`config.mk`:
```
export PLATFORM = sky130hd
export DESIGN_NAME = bfrm_ctrl
export DESIGN_NICKNAME = d
export VERILOG_FILES = /design/src/rtl/bfrm_pkg.sv /design/src/rtl/bfrm_ctrl.sv
export SDC_FILE = /design/constraint.sdc
export NUM_CORES = 1
export LEC_CHECK = 0
export ABC_AREA = 1
export BUFFER_PORTS_ARGS = -buffer_cell sky130_fd_sc_hd__buf_2
export CAP_MARGIN = 5
export CORE_MARGIN = 2
export CORE_UTILIZATION = 50
export CTS_BUF_LIST = sky130_fd_sc_hd__clkbuf_16
export DETAILED_ROUTE_END_ITERATION = 16
export PLACE_DENSITY = 0.81
export SETUP_SLACK_MARGIN = 0.05
export SYNTH_ARGS = -nofsm -noshare
export SYNTH_HDL_FRONTEND = slang
export SYNTH_SLANG_ARGS = --single-unit
```
`constraint.sdc`:
```
create_clock -name clk -period 1.4 [get_ports clk]
set_input_delay 0.14 -clock clk [delete_from_list [all_inputs] [get_ports clk]]
set_output_delay 0.14 -clock clk [all_outputs]
set_load 0.005 [all_outputs]
```
`src/rtl/bfrm_pkg.sv`:
```
// Shared types, sizes and codes for the blanket roughness map block.
// No dependencies; the datapath, controller, top level and checker import this package.
`default_nettype none
package bfrm_pkg;
  localparam int MAX_WIDTH  = 256;
  localparam int MAX_HEIGHT = 256;
  localparam int XW   = $clog2(MAX_WIDTH);
  localparam int YW   = $clog2(MAX_HEIGHT);
  localparam int WDW  = $clog2(MAX_WIDTH + 1);
  localparam int HDW  = $clog2(MAX_HEIGHT + 1);
  localparam int AW   = $clog2(MAX_WIDTH * MAX_HEIGHT);
  localparam int TW   = AW + 1;
  localparam int DEPTH = MAX_WIDTH * MAX_HEIGHT;
  localparam int CFGW = 9;
  localparam int PW   = 8;
  localparam int DW   = 9;
  localparam int SW   = 13;
  localparam int NW   = SW + 8;
  localparam int CW   = $clog2(NW + 1);

  localparam logic CFG_WIDTH  = 1'b0;
  localparam logic CFG_HEIGHT = 1'b1;
  localparam logic OP_WRITE = 1'b0;
  localparam logic OP_READ  = 1'b1;
  localparam logic MODE_BLANKET = 1'b0;
  localparam logic MODE_SUM     = 1'b1;

  typedef struct packed {
    logic          opcode;
    logic [PW-1:0] pixel_in;
  } in_item_t;

  typedef struct packed {
    logic [PW-1:0] map_pixel;
    logic          last_pixel;
  } out_item_t;

  typedef enum logic [9:0] {
    S_IDLE   = 10'b0000000001,
    S_BL_PIX = 10'b0000000010,
    S_BL_TAP = 10'b0000000100,
    S_BL_DRN = 10'b0000001000,
    S_BL_WR  = 10'b0000010000,
    S_SM_PIX = 10'b0000100000,
    S_SM_TAP = 10'b0001000000,
    S_SM_DRN = 10'b0010000000,
    S_SM_WR  = 10'b0100000000,
    S_RD     = 10'b1000000000
  } state_t;

  typedef struct packed {
    logic load_wr;
    logic load_restart;
    logic pix_clr;
    logic tap_clr;
    logic tap_issue;
    logic mode;
    logic pix_wr;
    logic rd_issue;
    logic div_start;
    logic out_load;
  } cmd_t;

  typedef struct packed {
    logic wp_last;
    logic total_one;
    logic interior;
    logic tap_done;
    logic pix_last;
    logic div_done;
    logic out_free;
  } status_t;
endpackage
`default_nettype wire

```
`src/rtl/bfrm_ctrl.sv`:
```
// Controller state machine: load, two-pass compute walk and readout sequencing.
// Depends on bfrm_pkg.
`default_nettype none
module bfrm_ctrl (
  input  wire logic              clk,
  input  wire logic              rst_n,
  input  wire logic              in_valid,
  input  wire logic              in_opcode,
  output logic                   in_stall,
  input  wire logic              cfg_we,
  input  wire bfrm_pkg::status_t st,
  output bfrm_pkg::cmd_t         cmd
);
  import bfrm_pkg::*;

  state_t state_r, state_nxt;
  logic   computed_r, computed_nxt;
  logic   start_r;

  assign in_stall = state_r != S_IDLE;

  // next state and commands
  always_comb begin
    state_nxt    = state_r;
    computed_nxt = computed_r;
    cmd          = '0;
    cmd.mode     = MODE_BLANKET;
    case (state_r)
      S_IDLE: begin
        if (in_valid && in_opcode == OP_WRITE) begin
          cmd.load_wr      = 1'b1;
          cmd.load_restart = computed_r;
          computed_nxt     = 1'b0;
          if (computed_r ? st.total_one : st.wp_last) begin
            cmd.pix_clr = 1'b1;
            state_nxt   = S_BL_PIX;
          end
        end else if (in_valid && computed_r) begin
          cmd.rd_issue = 1'b1;
          state_nxt    = S_RD;
        end
      end
      S_BL_PIX: begin
        cmd.tap_clr = 1'b1;
        state_nxt   = st.interior ? S_BL_TAP : S_BL_WR;
      end
      S_BL_TAP: begin
        cmd.tap_issue = 1'b1;
        if (st.tap_done) state_nxt = S_BL_DRN;
      end
      S_BL_DRN: state_nxt = S_BL_WR;
      S_BL_WR: begin
        cmd.pix_wr = 1'b1;
        if (st.pix_last) begin
          cmd.pix_clr = 1'b1;
          state_nxt   = S_SM_PIX;
        end else begin
          state_nxt = S_BL_PIX;
        end
      end
      S_SM_PIX: begin
        cmd.mode    = MODE_SUM;
        cmd.tap_clr = 1'b1;
        state_nxt   = st.interior ? S_SM_TAP : S_SM_WR;
      end
      S_SM_TAP: begin
        cmd.mode      = MODE_SUM;
        cmd.tap_issue = 1'b1;
        if (st.tap_done) state_nxt = S_SM_DRN;
      end
      S_SM_DRN: begin
        cmd.mode  = MODE_SUM;
        state_nxt = S_SM_WR;
      end
      S_SM_WR: begin
        cmd.mode   = MODE_SUM;
        cmd.pix_wr = 1'b1;
        if (st.pix_last) begin
          computed_nxt = 1'b1;
          state_nxt    = S_IDLE;
        end else begin
          state_nxt = S_SM_PIX;
        end
      end
      S_RD: begin
        // sum word arrives: start divide, then wait for it and a free output
        cmd.div_start = start_r;
        if (!start_r && st.div_done && st.out_free) begin
          cmd.out_load = 1'b1;
          state_nxt    = S_IDLE;
        end
      end
      default: state_nxt = S_IDLE;
    endcase
    if (cfg_we) begin
      computed_nxt = 1'b0;
    end
  end

  // the divide starts the cycle after the store read is issued
  always_ff @(posedge clk) begin
    if (!rst_n) begin
      state_r    <= S_IDLE;
      computed_r <= 1'b0;
      start_r    <= 1'b0;
    end else begin
      state_r    <= state_nxt;
      computed_r <= computed_nxt;
      start_r    <= cmd.rd_issue;
    end
  end
endmodule
`default_nettype wire

```
[Word-level counts from Yosys, hierarchy flattened]
Index checks and enable logic that the tools add are counted.
Storage, ports and cells
  output and inout bits: 11
  flip-flop bits (word level): 12
  bits of input ports: 12
Operators by class
  bitwise gates (word level): 2
  equal/unequal tests: 18
  mux-type cells: 29
  reductions and logical operators: 13
Operators with widths (number)
  10-bit one-hot mux with 10 select lines: 1
  10-bit two-way mux: 6
  1-bit two-way mux: 13
  6-bit two-way mux: 2
  10-bit by 1-bit equality test with 1-bit output, second input constant: 1
  10-bit equality test, second input constant: 1
  10-bit by 2-bit equality test with 1-bit output, second input constant: 1
  10-bit by 3-bit equality test with 1-bit output, second input constant: 1
  10-bit by 4-bit equality test with 1-bit output, second input constant: 1
  10-bit by 5-bit equality test with 1-bit output, second input constant: 1
  10-bit by 6-bit equality test with 1-bit output, second input constant: 1
  10-bit by 7-bit equality test with 1-bit output, second input constant: 1
  10-bit by 8-bit equality test with 1-bit output, second input constant: 1
  10-bit by 9-bit equality test with 1-bit output, second input constant: 1
  10-bit by 1-bit inequality test with 1-bit output, second input constant: 1
  2-bit inequality test, second input constant: 5
  9-bit two-way mux: 1
  2-bit OR reduction: 4
  3-bit inequality test, second input constant: 2
  5-bit two-way mux: 1
  5-bit AND reduction: 1
  1-bit logical AND: 4
  2-bit two-way mux: 2
  1-bit one-hot mux with 2 select lines: 2
  other kinds (6): 7

[Depth between registers and ports, before layout]
  depth after elaboration: 5
  gate-level depth with buffers: 11
  mapped depth without buffers: 11

[Worst setup path after synthesis]
OpenSTA, ideal clock, no wires.
  path kind: reg-to-reg
  from: register state_r[6]
  to: register state_r[0]
  buffers on the path: 0
  path slack: 0.152 ns
  setup time: 0.117 ns
  cell stages (with the launch flop): 11
  arrival: 1.131 ns
  cells stage by stage: dfxtp_1 > nor2_2 > nand2_4 > nor2_4 > nand2_4 > nor2_8 > nand2_4 > nand2_2 > nor2_4 > nand2_1 > nand2_1
On the way
  longest elaborated chain between the ends: 3
  elaborated cells between the ends (all ways): 17
  classes of those cells: eq/ne: 15; mux: 1; reduce/logical: 1
RTL lines
  start: declaration: line bfrm_ctrl.sv:16  | state_t state_r, state_nxt;
  start signal: assignment: line bfrm_ctrl.sv:107  | state_r <= state_nxt;
  10-bit by 1-bit equality test with 1-bit output, or another cell as far along: line bfrm_ctrl.sv:28  | case (state_r)
  3-bit inequality test (no source line) / 2-bit inequality test (equally long branches)
  5-bit AND reduction (no source line)
Several ways; a longest one is shown, not always the timed one.
A chain may end at the register's enable or synchronous reset.

==> impl_metrics.prom <==
# TYPE chip_impl_metric gauge
chip_impl_metric{name="floorplan.rows",unit=""} 15
chip_impl_metric{name="die_width",unit="um"} 47.1
chip_impl_metric{name="io_buffer_count",unit=""} 22
chip_impl_metric{name="ys_seq_elements",unit=""} 12
chip_impl_metric{name="finalPower",unit="mW"} 2.28
chip_impl_metric{name="critical_path_peak_fanout",unit=""} 5
chip_impl_metric{name="power.static_leakage",unit="nW"} 0.814
chip_impl_info{name="grt_setup_unrepaired",value="yes"} 1
chip_impl_metric{name="drive_above_1_share",unit="%"} 58.4
chip_impl_metric{name="route.detailed.vias_per_inst",unit=""} 5.69
chip_impl_metric{name="regToRegSetupSlack",unit="ns"} -0.15
chip_impl_metric{name="die-area",unit="um^2"} 2220
chip_impl_metric{name="die_y",unit="um"} 47.1
chip_impl_metric{name="gpl.final_weighted_congestion",unit=""} 0.985
chip_impl_metric{name="route.detailed.drc",unit=""} 0
chip_impl_metric{name="clockPowerShare",unit="%"} 24.1
chip_impl_metric{name="internal-power",unit="mW"} 1.30
chip_impl_metric{name="netlist-cell-type-count",unit=""} 22
chip_impl_metric{name="grt_first_pass_wirelength",unit="um"} 4490
chip_impl_info{name="tritoncts",value="yes"} 1
chip_impl_metric{name="initial_antenna_violation_count",unit=""} 0
chip_impl_metric{name="syn_nets",unit=""} 156
chip_impl_metric{name="ant_nets",unit=""} 0
chip_impl_metric{name="max_freq",unit="GHz"} 0.613
chip_impl_info{name="cp-endpoint",value="cmd[4]"} 1
chip_impl_metric{name="vias",unit=""} 1224
chip_impl_metric{name="worst_ep_arrival_time",unit="ns"} 1.49
chip_impl_metric{name="placed_cells_incl_taps",unit=""} 190
chip_impl_metric{name="crit_required",unit="ns"} 1.26
chip_impl_info{name="final_cell_mix",value="nand2_1 (23), inv_1 (21), buf_2 (21), buf_4 (19), nor2_4 (12)"} 1
chip_impl_metric{name="reg2regPathDepth",unit=""} 11
chip_impl_metric{name="initial_utilization",unit="%"} 53.2
chip_impl_metric{name="timing.final.ws_setup",unit="ns"} -0.232
chip_impl_info{name="cts_root_buffer",value="clkbuf_16"} 1
chip_impl_metric{name="io-pin-count",unit=""} 23
chip_impl_metric{name="grt.total_usage",unit="%"} 29.2
chip_impl_metric{name="clk_latency",unit="ns"} 0.24
chip_impl_metric{name="grt_start_max_net_pins",unit=""} 9
chip_impl_metric{name="pwr-share-comb",unit="%"} 58.1
chip_impl_metric{name="holdBufCountCts",unit=""} 0
chip_impl_info{name="startpoint_type",value="register"} 1
chip_impl_metric{name="vdd_ir_drop_max",unit="mV"} 0.867
chip_impl_info{name="mostFrequentLayoutCell",value="nand2_1"} 1
chip_impl_metric{name="clock_sinks",unit=""} 12
chip_impl_metric{name="drtPass1Iterations",unit=""} 5
chip_impl_metric{name="post_synth_inst_count",unit=""} 144
chip_impl_metric{name="fillerInstances",unit=""} 102
chip_impl_metric{name="maxCapViolCount",unit=""} 0
chip_impl_metric{name="max_slew.worst_pin.slew",unit="ns"} 0.347
chip_impl_metric{name="detailedPlacementHpwl",unit="um"} 1790
chip_impl_info{name="worstSetupEndpointType",value="output port"} 1
chip_impl_metric{name="slew_headroom",unit="%"} 76.6
chip_impl_metric{name="finalSetupViolations",unit=""} 22
chip_impl_metric{name="power_density",unit="nW/um^2"} 1530
chip_impl_info{name="worst_r2r_startpoint",value="state_r[8]$_SDFFE_PN0P_"} 1
chip_impl_metric{name="ys.warnings.count",unit=""} 0
chip_impl_metric{name="clock_tree.buffer_depth",unit=""} 2
chip_impl_metric{name="sw_frac_of_total",unit="%"} 42.8
chip_impl_metric{name="layout_min_cycle_time",unit="ns"} 1.63
chip_impl_metric{name="netSwitchingPower",unit="mW"} 0.973
chip_impl_metric{name="post_synth_instance_area",unit="um^2"} 928
chip_impl_info{name="critPathLaunch",value="state_r[9]$_SDFFE_PN0P_"} 1
chip_impl_metric{name="wire_per_inst",unit="um"} 17.0
chip_impl_metric{name="clock_skew",unit="ns"} 0.00255
chip_impl_metric{name="insertedDiodeCount",unit=""} 0
chip_impl_metric{name="first_iter_violations",unit=""} 99
chip_impl_metric{name="grt-ovfl-total",unit=""} 0
chip_impl_metric{name="yosysSeqAreaShare",unit="%"} 25.9
chip_impl_info{name="outcome",value="complete, but fails checks"} 1
chip_impl_metric{name="synth_area_per_cell",unit="um^2"} 6.45
chip_impl_metric{name="seq_power_share",unit="%"} 17.8
chip_impl_metric{name="number_of_global_route_vias_before_repair",unit=""} 1042
chip_impl_metric{name="layout.core_utilization",unit="%"} 85.4
chip_impl_metric{name="final_hold_violation_count",unit=""} 0
chip_impl_metric{name="cts_max_level",unit=""} 1
chip_impl_metric{name="maxSlewViolCount",unit=""} 0
chip_impl_metric{name="synthesis_to_layout_area_growth",unit="%"} 60.6
chip_impl_info{name="criticalPathCategory",value="reg -> out"} 1
chip_impl_metric{name="post_route_insts_no_fill",unit=""} 215
chip_impl_metric{name="period_share",unit="%"} 117
chip_impl_metric{name="place_ws",unit="ns"} -0.0466
chip_impl_metric{name="wirelength_routed",unit="um"} 3660
chip_impl_metric{name="hold_depth",unit=""} 3
chip_impl_metric{name="cts_made_buffers",unit=""} 3
chip_impl_metric{name="core_region_area",unit="um^2"} 1750
chip_impl_metric{name="num-nets-final",unit=""} 203
chip_impl_metric{name="cts_clock_pin_slew_for_the_worst_setup_and_hold_paths",unit="ns"} 0.05
chip_impl_info{name="worst_hold_path_type",value="in -> reg"} 1
chip_impl_info{name="violations",value="negative setup slack"} 1
chip_impl_info{name="crit-reg2reg-capture",value="state_r[7]$_SDFFE_PN0P_"} 1
## cells in the mapped netlist
cell type / number / area share (%)
nand2_4: 5 / 6.1
nand2_2: 3 / 2.0
and3_1: 1 / 0.67
nand3_2: 2 / 2.2
nor2_2: 3 / 2.0
nor2b_4: 1 / 1.5
nor2_8: 1 / 2.2
nand2_1: 33 / 13
nand4_1: 4 / 2.7
inv_2: 5 / 2.0
inv_1: 22 / 8.9
o21ai_0: 3 / 1.6
nor2_1: 21 / 8.5
nand3_1: 13 / 7.0
nand3_4: 1 / 1.9
nor2_4: 4 / 4.9
nand3b_1: 2 / 1.6
nor3_1: 3 / 1.6
buf_6: 1 / 1.2
dfxtp_1: 12 / 26
a21oi_1: 3 / 1.6
o22ai_1: 1 / 0.67
## power by group through the flow
stage	logic, mW	registers (mW)	clock network [mW]
final	1.32	0.405	0.548
after global routing	1.38	0.408	0.572
after CTS	0.912	0.397	0.537
after detailed placement	0.744	0.403	0
after global placement	0.723	0.401	0
after floorplan	0.585	0.397	0
## state kept, by name, indices dropped and copies added, names as in the netlist
name,flops
state_r,10
computed_r,1
start_r,1
## critical path, stage by stage (launching register included)
cell	delay [ns]
dfxtp_2	0.31
inv_2	0.10
nand2_4	0.11
nor3_1	0.23
nand3_1	0.17
nand2_1	0.11
nor2_2	0.05
inv_1	0.06
buf_2	0.11
## final cells by class
| type | instances | area (um^2) | share of cell area (%) |
|---|---|---|---|
| sequential | 12 | 263 | 17.6 |
| tap | 25 | 31.3 | 2.10 |
| multi-input combinational | 104 | 736 | 49.3 |
| timing repair buffer | 43 | 282 | 18.9 |
| inverter | 27 | 101 | 6.80 |
| clock inverter | 1 | 3.75 | 0.252 |
| clock buffer | 3 | 75.1 | 5.03 |
## metal layers
metal	wire length, um	GRT usage (%)	share of wire [%]	vias to the layer above
li1	-	-	-	542
met1	1380	36.4	38	571
met2	1790	44.1	49	94
met3	361	6.92	9.9	17
met4	132	20.6	3.6	0
met5	0	0	0	-
## logic make-up (layout without fill, tap and decap cells)
kind of cell	after synthesis	after routing	synth area share [%]
AOI/OAI and AO/OA	7	7	3.91
buffers and inverters	28	74	12.1
DFF	12	12	25.9
and+or+nand+nor	97	97	58.1
## what timing repair did
action	CTS	global route
pin swaps	8	14
buffers inserted	11	10
endpoints found under the setup margin	22	23
gates resized for setup	17	44
## worst min-delay path by stage
stage | end | slack (ns) | from
global route | computed_r$_SDFFE_PP0P_ | 0.23 | cfg_we
detailed placement | state_r[9]$_SDFFE_PN0P_ | 0.44 | rst_n
finish | computed_r$_SDFFE_PP0P_ | 0.22 | cfg_we
global placement | state_r[9]$_SDFFE_PN0P_ | 0.45 | rst_n
floorplan | state_r[2]$_SDFFE_PN0P_ | 0.30 | st[4]
CTS | state_r[9]$_SDFFE_PN0P_ | 0.20 | rst_n
## metrics by stage
step	setup TNS, ns	hold slack (ns)	cell area (um^2)
floorplan	0	0.304	928
global placement	-0.00418	0.447	1060
detailed placement	-0.0466	0.443	1060
CTS	-1.30	0.198	1270
global route	-3.55	0.227	1490
finish	-2.31	0.218	1490
(Power assumes the default switching activity.)
